File: config.mk
export PLATFORM = sky130hd
export DESIGN_NAME = menu_cursor_autorepeat
export DESIGN_NICKNAME = d
export VERILOG_FILES = /design/src/design/mca_pkg.sv /design/src/design/mca_regs.sv /design/src/design/menu_cursor_autorepeat.sv
export SDC_FILE = /design/constraint.sdc
export NUM_CORES = 1
export LEC_CHECK = 0
export ABC_AREA = 1
export BUFFER_PORTS_ARGS = -buffer_cell sky130_fd_sc_hd__buf_4
export CORE_ASPECT_RATIO = 1.75
export CORE_MARGIN = 2
export CORE_UTILIZATION = 30
export CTS_CLUSTER_DIAMETER = 150
export DETAILED_ROUTE_END_ITERATION = 10
export HOLD_SLACK_MARGIN = 0.08
export PLACE_DENSITY_LB_ADDON = 0.3
export SLEW_MARGIN = 20
export SYNTH_ARGS = -nofsm -noshare
export SYNTH_HDL_FRONTEND = slang
export SYNTH_SLANG_ARGS = --single-unit
File: constraint.sdc
create_clock -name clk_i -period 9.15 [get_ports clk_i]
set_input_delay 0.4575 -clock clk_i [delete_from_list [all_inputs] [get_ports clk_i]]
set_output_delay 0.4575 -clock clk_i [all_outputs]
set_load 0.01 [all_outputs]
File: src/design/mca_pkg.sv
// ----------------------------------------------------------------------------
// mca_pkg
// Shared types and constants for the menu cursor autorepeat block: cursor
// action codes, button positions, configuration register map and values.
// ----------------------------------------------------------------------------
`default_nettype none

package mca_pkg;

  // width of the sampled button vector and of the time stamps
  localparam int unsigned BUTTON_BITS = 16;
  localparam int unsigned TIME_BITS   = 32;
  localparam int unsigned ADDR_BITS   = 3;
  localparam int unsigned DATA_BITS   = 32;

  // button positions in the sampled vector
  localparam int unsigned BtnLeft   = 0;
  localparam int unsigned BtnRight  = 1;
  localparam int unsigned BtnUp     = 2;
  localparam int unsigned BtnDown   = 3;
  localparam int unsigned BtnStart  = 4;
  localparam int unsigned BtnCircle = 5;
  localparam int unsigned BtnCross  = 6;
  localparam int unsigned BtnSquare = 7;

  // cursor action codes
  typedef enum logic [2:0] {
    ActNone   = 3'd0,
    ActLeft   = 3'd1,
    ActRight  = 3'd2,
    ActUp     = 3'd3,
    ActDown   = 3'd4,
    ActSelect = 3'd5,
    ActExit   = 3'd6,
    ActBack   = 3'd7
  } action_e;

  // register index, taken from address bit 2 (registers at 0x0 and 0x4)
  localparam logic RegInitialDelay   = 1'b0;
  localparam logic RegRepeatInterval = 1'b1;

  // register reset values in microseconds
  localparam logic [TIME_BITS-1:0] INITIAL_DELAY_RESET   = 32'd200000;
  localparam logic [TIME_BITS-1:0] REPEAT_INTERVAL_RESET = 32'd50000;

  // configuration seen by the datapath
  typedef struct packed {
    logic [TIME_BITS-1:0] initial_delay_us;
    logic [TIME_BITS-1:0] repeat_interval_us;
  } cfg_t;

endpackage

`default_nettype wire

File: src/design/mca_regs.sv
// ----------------------------------------------------------------------------
// mca_regs
// APB-style register file holding the first-repeat delay and the repeat
// interval. Zero wait states; reads return the stored values.
// ----------------------------------------------------------------------------
`default_nettype none

module mca_regs (
  input  wire logic                           clk_i,
  input  wire logic                           rst_ni,
  input  wire logic                           psel,
  input  wire logic                           penable,
  input  wire logic                           pwrite,
  input  wire logic [mca_pkg::ADDR_BITS-1:0]  paddr,
  input  wire logic [mca_pkg::DATA_BITS-1:0]  pwdata,
  output logic      [mca_pkg::DATA_BITS-1:0]  prdata,
  output logic                                pready,
  output mca_pkg::cfg_t                       cfg_o
);
  import mca_pkg::*;

  logic [TIME_BITS-1:0] initial_delay_q;
  logic [TIME_BITS-1:0] repeat_interval_q;
  logic                 wr_en;
  logic                 reg_sel;

  // no wait states
  assign pready  = 1'b1;
  assign reg_sel = paddr[2];
  assign wr_en   = psel && penable && pwrite && pready;

  // register writes
  always_ff @(posedge clk_i or negedge rst_ni) begin
    if (!rst_ni) begin
      initial_delay_q   <= INITIAL_DELAY_RESET;
      repeat_interval_q <= REPEAT_INTERVAL_RESET;
    end else if (wr_en) begin
      if (reg_sel == RegInitialDelay) begin
        initial_delay_q <= pwdata;
      end else begin
        repeat_interval_q <= pwdata;
      end
    end
  end

  // read back
  always_comb begin
    if (reg_sel == RegInitialDelay) begin
      prdata = initial_delay_q;
    end else begin
      prdata = repeat_interval_q;
    end
  end

  assign cfg_o.initial_delay_us   = initial_delay_q;
  assign cfg_o.repeat_interval_us = repeat_interval_q;

endmodule

`default_nettype wire

File: src/design/menu_cursor_autorepeat.sv
// ----------------------------------------------------------------------------
// menu_cursor_autorepeat
// Turns polled button samples into cursor actions with typematic repeat.
// ----------------------------------------------------------------------------
// One result beat per input beat. A sample is taken in any cycle in which the
// result register is empty or being drained, so a new sample can follow in
// every cycle; its action appears on the output in the cycle after acceptance.
// The input stalls only while the result register holds a beat and the
// output side stalls. Newly pressed buttons (held now, not held in the
// previous sample) are priority encoded: square (back) over cross (exit)
// over circle or start (select) over down, up, right, left. While any button
// of the last pressed set stays held, the action repeats once the hold time
// strictly exceeds initial_delay_us (reg 0x0), then each time it strictly
// exceeds repeat_interval_us (reg 0x4). Hold time is the wrapping 32-bit
// difference of now_us against the last press or repeat.
// ----------------------------------------------------------------------------
`default_nettype none

module menu_cursor_autorepeat (
  input  wire logic                             clk_i,
  input  wire logic                             rst_ni,
  // sample channel
  input  wire logic                             in_valid_i,
  output logic                                  in_stall_o,
  input  wire logic [mca_pkg::BUTTON_BITS-1:0]  buttons_i,
  input  wire logic [mca_pkg::TIME_BITS-1:0]    now_us_i,
  // action channel
  output logic                                  out_valid_o,
  input  wire logic                             out_stall_i,
  output logic      [2:0]                       cursor_action_o,
  // configuration port
  input  wire logic                             psel,
  input  wire logic                             penable,
  input  wire logic                             pwrite,
  input  wire logic [mca_pkg::ADDR_BITS-1:0]    paddr,
  input  wire logic [mca_pkg::DATA_BITS-1:0]    pwdata,
  output logic      [mca_pkg::DATA_BITS-1:0]    prdata,
  output logic                                  pready
);
  import mca_pkg::*;

  typedef enum logic [1:0] {
    PhaseIdle   = 2'd0,
    PhaseFirst  = 2'd1,
    PhaseRepeat = 2'd2
  } phase_e;

  cfg_t                   cfg;
  logic                   in_accept;

  logic [BUTTON_BITS-1:0] prev_q;
  logic [TIME_BITS-1:0]   start_q, start_d;
  phase_e                 phase_q, phase_d;
  logic [BUTTON_BITS-1:0] rep_set_q, rep_set_d;
  action_e                rep_act_q, rep_act_d;
  logic                   out_valid_q;
  action_e                action_q, action_d;

  logic [BUTTON_BITS-1:0] fresh;
  action_e                new_act;
  logic [TIME_BITS-1:0]   elapsed;
  logic                   keep_alive;
  logic                   fire_first;
  logic                   fire_repeat;

  // priority encoder over the newly pressed action buttons
  function automatic action_e encode_action(input logic [BUTTON_BITS-1:0] f);
    action_e a;
    if (f[BtnSquare]) begin
      a = ActBack;
    end else if (f[BtnCross]) begin
      a = ActExit;
    end else if (f[BtnCircle] || f[BtnStart]) begin
      a = ActSelect;
    end else if (f[BtnDown]) begin
      a = ActDown;
    end else if (f[BtnUp]) begin
      a = ActUp;
    end else if (f[BtnRight]) begin
      a = ActRight;
    end else if (f[BtnLeft]) begin
      a = ActLeft;
    end else begin
      a = ActNone;
    end
    return a;
  endfunction

  mca_regs u_regs (
    .clk_i   (clk_i),
    .rst_ni  (rst_ni),
    .psel    (psel),
    .penable (penable),
    .pwrite  (pwrite),
    .paddr   (paddr),
    .pwdata  (pwdata),
    .prdata  (prdata),
    .pready  (pready),
    .cfg_o   (cfg)
  );

  // handshake: result register frees up when empty or drained
  assign in_stall_o  = out_valid_q && out_stall_i;
  assign in_accept   = in_valid_i && !in_stall_o;
  assign out_valid_o = out_valid_q;
  assign cursor_action_o = action_q;

  // edge detect, hold timer and repeat checks
  assign fresh      = buttons_i & ~prev_q;
  assign new_act    = encode_action(fresh);
  assign elapsed    = now_us_i - start_q;
  assign keep_alive = |(buttons_i & rep_set_q);
  assign fire_first  = (phase_q == PhaseFirst) && (elapsed > cfg.initial_delay_us);
  assign fire_repeat = (phase_q == PhaseRepeat) && (elapsed > cfg.repeat_interval_us);

  // next state and action for the accepted sample
  always_comb begin
    start_d   = start_q;
    phase_d   = phase_q;
    rep_set_d = rep_set_q;
    rep_act_d = rep_act_q;
    action_d  = new_act;
    if (new_act != ActNone) begin
      start_d   = now_us_i;
      phase_d   = PhaseFirst;
      rep_set_d = fresh;
      rep_act_d = new_act;
    end else if (keep_alive && (fire_first || fire_repeat)) begin
      // the timer restarts, so the first repeat cannot also fire an interval
      action_d = rep_act_q;
      start_d  = now_us_i;
      phase_d  = PhaseRepeat;
    end
  end

  // state and output valid
  always_ff @(posedge clk_i or negedge rst_ni) begin
    if (!rst_ni) begin
      prev_q      <= '0;
      start_q     <= '0;
      phase_q     <= PhaseIdle;
      rep_set_q   <= '0;
      rep_act_q   <= ActNone;
      out_valid_q <= 1'b0;
    end else begin
      if (in_accept) begin
        prev_q      <= buttons_i;
        start_q     <= start_d;
        phase_q     <= phase_d;
        rep_set_q   <= rep_set_d;
        rep_act_q   <= rep_act_d;
        out_valid_q <= 1'b1;
      end else if (!out_stall_i) begin
        out_valid_q <= 1'b0;
      end
    end
  end

  // result payload
  always_ff @(posedge clk_i) begin
    if (in_accept) begin
      action_q <= action_d;
    end
  end

  // input only stalls behind a held result
  assert property (@(posedge clk_i) disable iff (!rst_ni)
    in_stall_o |-> out_valid_o)
    else $error("input stalled with empty result register");

  // an accepted sample always yields a result beat next cycle
  assert property (@(posedge clk_i) disable iff (!rst_ni)
    in_accept |=> out_valid_o)
    else $error("accepted sample produced no result beat");

  // a fresh press is reported as its encoded action
  assert property (@(posedge clk_i) disable iff (!rst_ni)
    (in_accept && (new_act != ActNone)) |=> (cursor_action_o == $past(new_act)))
    else $error("new press not reported");

  // once armed, the repeat action is always a real action
  assert property (@(posedge clk_i) disable iff (!rst_ni)
    (phase_q != PhaseIdle) |-> (rep_act_q != ActNone))
    else $error("repeat armed without an action");

  // a repeat is only taken with a button of the repeat set held
  assert property (@(posedge clk_i) disable iff (!rst_ni)
    (in_accept && (new_act == ActNone) && (action_d != ActNone)) |-> keep_alive)
    else $error("repeat fired with repeat set released");

endmodule

`default_nettype wire

---- Yosys cells after proc, flatten, opt, wreduce, memory -nomap -nowiden ----
Index checks and enable logic that the tools add are counted.
cells by class
  $add $sub $neg .......................... 1
  $lt $le $gt $ge ......................... 2
  equality and inequality tests ........... 3
  mux-type cells .......................... 16
  bitwise gates (word level) .............. 4
  reductions and logical operators ........ 17
operators by type and width
  operator            count
  $mux 32             3
  $gt 32x32->1        2
  $and 16x16->16      2
  $sub 32x32->32      1
  $mux 3              6
  $not 16->16         1
  $reduce_or 16->1    1
  $mux 2              4
  $reduce_and 2->1    4
  $logic_and 1x1->1   7
  $mux 1              3
  $reduce_bool 3->1   1
  $eq 2x1->1 const B  1
  $eq 2x2->1 const B  1
  $logic_or 1x1->1    2
  $ne 2x1->1 const B  1
  $reduce_bool 2->1   1
  $logic_not 1->1     1
  $not 1->1           1
storage, ports and cells
  register bits after elaboration ......... 137
  input bits .............................. 90
  output and inout bits ................... 38
  word-level logic and storage cells ...... 52

---- Longest topological paths before layout ----
  word-level depth ........................ 12
  depth in mapped cells ................... 25
  mapped depth without buffers ............ 24

---- Modules after synthesis ----
A second synthesis with hierarchy kept.
second synthesis, totals
  cells, all modules ...................... 1294
  area total of the unflattened synthesis .. 9516.6 sq um
modules (own cells, without submodules)
  module                  instances  cells an instance  area an instance (sq um)  sequential area each (sq um)
  menu_cursor_autorepeat  1          908                6483.7                    1841.8
  mca_regs                1          386                3032.9                    1616.6

---- Least setup slack after synthesis ----
OpenSTA, ideal clock, no wires.
  kind .................................... input -> register
  start point ............................. input port now_us_i[0] (netlist bit)
  end point ............................... register start_q[23]
  arrival ................................. 3.448 ns
  required time ........................... 9.034 ns
  slack ................................... 5.586 ns
  cell stages on the path ................. 24
  buffers on the path ..................... 1
  cells stage by stage .................... inv_1 ha_1 inv_1 fa_1 nand3_1 nand2_1 a21boi_1 o21ai_1 a21boi_0 o21ai_0 xor2_1 ha_1 nand2_1 nor2_1 and2_1 and3_1 nand2_1 nand2_1 nand2_1 nand2_2 nand3_4 buf_2 nand3_1 nand2_1
between the ends
  longest elaborated chain between the ends .. 7
  elaborated cells on any way between the ends .. 9
  those cells by class .................... add/sub (1); order compare (2); reduce/logical (6)
ends and longest elaborated chain
  element                               line                                                          RTL
  start: declaration                    menu_cursor_autorepeat.sv:26                                  input wire logic [mca_pkg::TIME_BITS-1:0] now_us_i,
  $sub 32x32->32 (*)                    menu_cursor_autorepeat.sv:111                                 assign elapsed = now_us_i - start_q;
  $gt 32x32->1 (on tied branches)       menu_cursor_autorepeat.sv:113, menu_cursor_autorepeat.sv:114
  $logic_and 1x1->1 (on tied branches)  menu_cursor_autorepeat.sv:113, menu_cursor_autorepeat.sv:114
  $logic_or 1x1->1 (*)                  menu_cursor_autorepeat.sv:128                                 end else if (keep_alive && (fire_first || fire_repeat)) begin
  $logic_and 1x1->1 (*)                 menu_cursor_autorepeat.sv:128
  $reduce_bool 2->1 (no line) (*)       n/a
  $reduce_and 2->1 (no line) (*)        n/a
  end signal: assignment                menu_cursor_autorepeat.sv:148                                 start_q <= start_d;
  end: declaration                      menu_cursor_autorepeat.sv:52                                  logic [TIME_BITS-1:0] start_q, start_d;
Every way passes the cells marked *; elsewhere a longest branch is shown, timed or not.
A chain may end at the register's enable or synchronous reset.

---- Worst setup path in the final report ----
  start point ............................. register start_q[0]
  end point ............................... register start_q[1]
between the ends
  longest elaborated chain between the ends .. 7
  elaborated cells on any way between the ends .. 9
  those cells by class .................... add/sub (1); order compare (2); reduce/logical (6)
ends and longest elaborated chain
  element                               line
  $sub 32x32->32 (*)                    menu_cursor_autorepeat.sv:111
  $gt 32x32->1 (on tied branches)       menu_cursor_autorepeat.sv:113, menu_cursor_autorepeat.sv:114
  $logic_and 1x1->1 (on tied branches)  menu_cursor_autorepeat.sv:113, menu_cursor_autorepeat.sv:114
  $logic_or 1x1->1 (*)                  menu_cursor_autorepeat.sv:128
  $logic_and 1x1->1 (*)                 menu_cursor_autorepeat.sv:128
  $reduce_bool 2->1 (no line) (*)       n/a
  $reduce_and 2->1 (no line) (*)        n/a
Marked as above.

==> results.md <==
- Worst path max stage delay: 0.50 ns
- Pin count of the biggest net entering global routing: 71
- Hold WS: 0.217 ns
- Synth cell types: 43
- Seq/Total Area, Yosys: 37.6%
- Max Slew Vio Count: 0
- Post-DP HPWL: 20100 um
- Die H: 236 um
- Worst path arrival time: 5.03 ns
- Worst path depth: 23
- Main synth FF type: dfrtp_1
- CP top delay family: simple AND/OR/NAND/NOR gates
- FF+latch area: 0.00346 mm^2
- Drt drc: 0
- Nets@finish: 1524
- Vias in the first global route: 8189
- CORE AREA: 0.0301 mm^2
- Vias per cell: 4.66
- Final WL: 26100 um
- Clk pin slew, worst setup/hold paths: 0.07 ns
- Worst path bufs/invs: 2
- Final Skew: 0.00882 ns
- Worst-margin pin slew: 0.924 ns
- Register-to-Register Path Depth: 23
- TritonCTS buffer count: 17
- Initial DRC Count: 422
- Final ANT Viol Nets: 0
- Synthesized area: 0.00919 mm^2
- Crit path cell chain: ha_1 -> inv_1 -> fa_1 -> nand3_1 -> nand2_1 -> a21boi_1 -> o21ai_1 -> a21boi_0 -> o21ai_0 -> xor2_1 -> ha_1 -> nand4_1 -> nor3_2 -> nand3_1 -> inv_1 -> nand2_1 -> nand2_1 -> nand2_1 -> nand2_2 -> nand3_4 -> nand2_4 -> nand2_1 -> nand2_1
- # port buffers: 124
- Psw: 1670 uW
- Commonest cells in the netlist: 358 x nand2_1, 178 x inv_1, 141 x o21ai_0, 122 x dfrtp_1, 95 x ha_1
- Ys Warns: 0
- Initial Utilization: 30.6%
- Sum of negative setup slack: 0 ns
- Total vias in the final route: 8102
- Clk sinks: 137
- Global-route wire length before repair: 41600 um
- Util after Layout: 36.7%
- GR Overflow Total: 0
- Crit-path most repeated cell: nand2_1
- Static leakage: 0.00569 uW
- Worst setup path start: start_q[0]
- Hold Vio Cnt, Final: 0
- Min Tclk post-route: 4.65 ns
- Routability-driven placement congestion ratio: 0.857
- Worst-Skew Late Latency: 0.44 ns
- H-tree levels: 4
- Mean area per synthesized cell: 7.48 um^2
- Clock tree buffer depth: 2
- Hold/Removal Path Class: input pin to flip-flop
- Status: finished, final reports clean
- Slowest stage cell, crit path: nand2_4
- Layout cells sized above 1: 13.4%
- Switching Share: 45.8%
- Int Power: 1970 uW
- Flops & latches, synth: 137
- MaxCap Viol Count: 0
- Seq pwr share: 23.5%
- Num ports: 128
- Yosys top cell by area: dfrtp_1
- Drt pass-1 iters: 5
- Worst R2R Start: start_q[0]
- Die Width: 136 um
- Postcts setup bufs: 0
- Placed Instance Area: 0.0104 mm^2
- Design area: 0.0110 mm^2
- Placed instance count: 1705
- Top cell type's share of synthesized area: 33.2%
- RSZ-0062 raised after global routing: false
- Final Non-Filler Cells: 1738
- Fin crit share: 50.8%
- CTS tree: done
- Gate Count Post-Synth: 1228
- CP required: 9.52 ns
- Area occupied by multi-input gates: 0.00488 mm^2
- Clk pwr share: 19.0%
- Total track usage: 16.9%
- Worst R2R Setup Slack: 4.50 ns
- ANT cells: 0
- Fmax: 215 MHz
- Cells taking the most area after synthesis: dfrtp_1 33%, nand2_1 15%, ha_1 13%
- Crit path to: start_q[1]
- Root buffer selected by CTS: clkbuf_16
- Cell with the most instances after synthesis: nand2_1
- Maximum vdd ir drop: 0.136 mV
- Routed wire per std cell: 15.0 um
- Post-synth EDFFs: 3
- Crit Path Max Fanout: 35
- Filler Cells Inserted: 3249
- Row count: 84
- Critical path class: flip-flop to flip-flop
- Post-synthesis async set-or-reset flop share: 97.8%
- Logic pwr share: 57.5%
- Power per cell area: 330 mW/mm^2
- Endpoints failing setup: 0
- Slew HR: 38.4%
- Initial antenna violation count: 0
- CP Capture Type: flip-flop
- FF-to-FF End: start_q[1]
- Die area: 0.0321 mm^2
- Worst setup SP type: flip-flop
- Mapped Nets: 1414
- Layout area overhead: 20.1%
per-layer routing:
layer  track usage [%]  vias to the layer above  routed length [um]
met5                 0                        -                   0
li1                  -                     4178                   -
met4              6.53                        0                 777
met1              17.3                     3749                9620
met2              32.7                      138               14900
met3              3.08                       37                 864
state kept, by name, indices dropped and copies added (netlist names):
register / count
phase_q: 2
prev_q: 16
out_valid_o: 1
start_q: 32
rep_set_q: 16
u_regs.repeat_interval_q: 32
u_regs.initial_delay_q: 32
cursor_action_o: 3
rep_act_q: 3
metrics by stage:
| stage | total power (uW) | setup WS, ns |
|---|---|---|
| after CTS | 3690 | 4.43 |
| after floorplan | 2370 | 5.59 |
| after global placement | 2930 | 4.19 |
| final | 3640 | 4.50 |
| after detailed placement | 2980 | 4.15 |
| after global routing | 4020 | 4.07 |
power groups by stage:
stage / Clock (uW) / Sequential (uW) / Combinational [uW]
after global placement: 0 / 859 / 2070
after detailed placement: 0 / 864 / 2110
after CTS: 707 / 855 / 2130
after floorplan: 0 / 842 / 1520
after global routing: 731 / 875 / 2420
final: 690 / 856 / 2090
layout make-up:
cell class / count / share of cell area [%]
Clock inverter: 9 / 0.805
Timing Repair Buffer: 127 / 8.70
Tap cell: 387 / 4.39
Sequential cell: 137 / 31.3
Multi-Input combinational cell: 877 / 44.3
Clock buffer: 23 / 4.42
Inverter: 178 / 6.06
kinds of logic after synthesis:
kind of cell               synth area share, %
DFF                                       37.6
AOI/OAI and AO/OA                         14.8
adders and majority gates                 13.2
and+or+nand+nor                           22.1
xor gates and xnor gates                  2.86
other                                   0.0408
buffers and inverters                     9.36
worst min-delay path: stages:
cell and delay [ns]:
buf_4 0.08, inv_1 0.04, nand2_1 0.05
how the worst min path moves through the flow:
stage	cells past startpoint	slack [ns]	endpoint	startpoint
5_1_grt	3	0.22	out_valid_o	in_valid_i
2_1_floorplan	0	0.16	out_valid_o	rst_ni
3_3_place_gp	1	0.44	rep_set_q[8]	prev_q[8]
3_5_place_dp	1	0.45	rep_set_q[8]	prev_q[8]
4_1_cts	3	0.20	out_valid_o	in_valid_i
6_report	3	0.22	out_valid_o	in_valid_i
cells in the final DEF, fill, tap and decap left out, drive strengths merged, types with 4 or more instances in the layout:
cell type  count
nand2        361
inv          180
o21ai        144
buf          126
dfrtp        122
ha            95
a21oi         72
nor2          54
nand3         53
clkbuf        23
xor2          18
xnor2         12
dfstp         12
nor3          10
nand4          9
o31ai          8
o21bai         7
a21o           6
or2            5
a31oi          4
o21a           4
a21boi         4
what timing repair did:
| item | in CTS | in global routing |
|---|---|---|
| hold buffers | 1 | 0 |
| hold endpoints to repair | 52 | 0 |
| resized for setup | 0 | 0 |
Power figures use the tool's default switching activity.
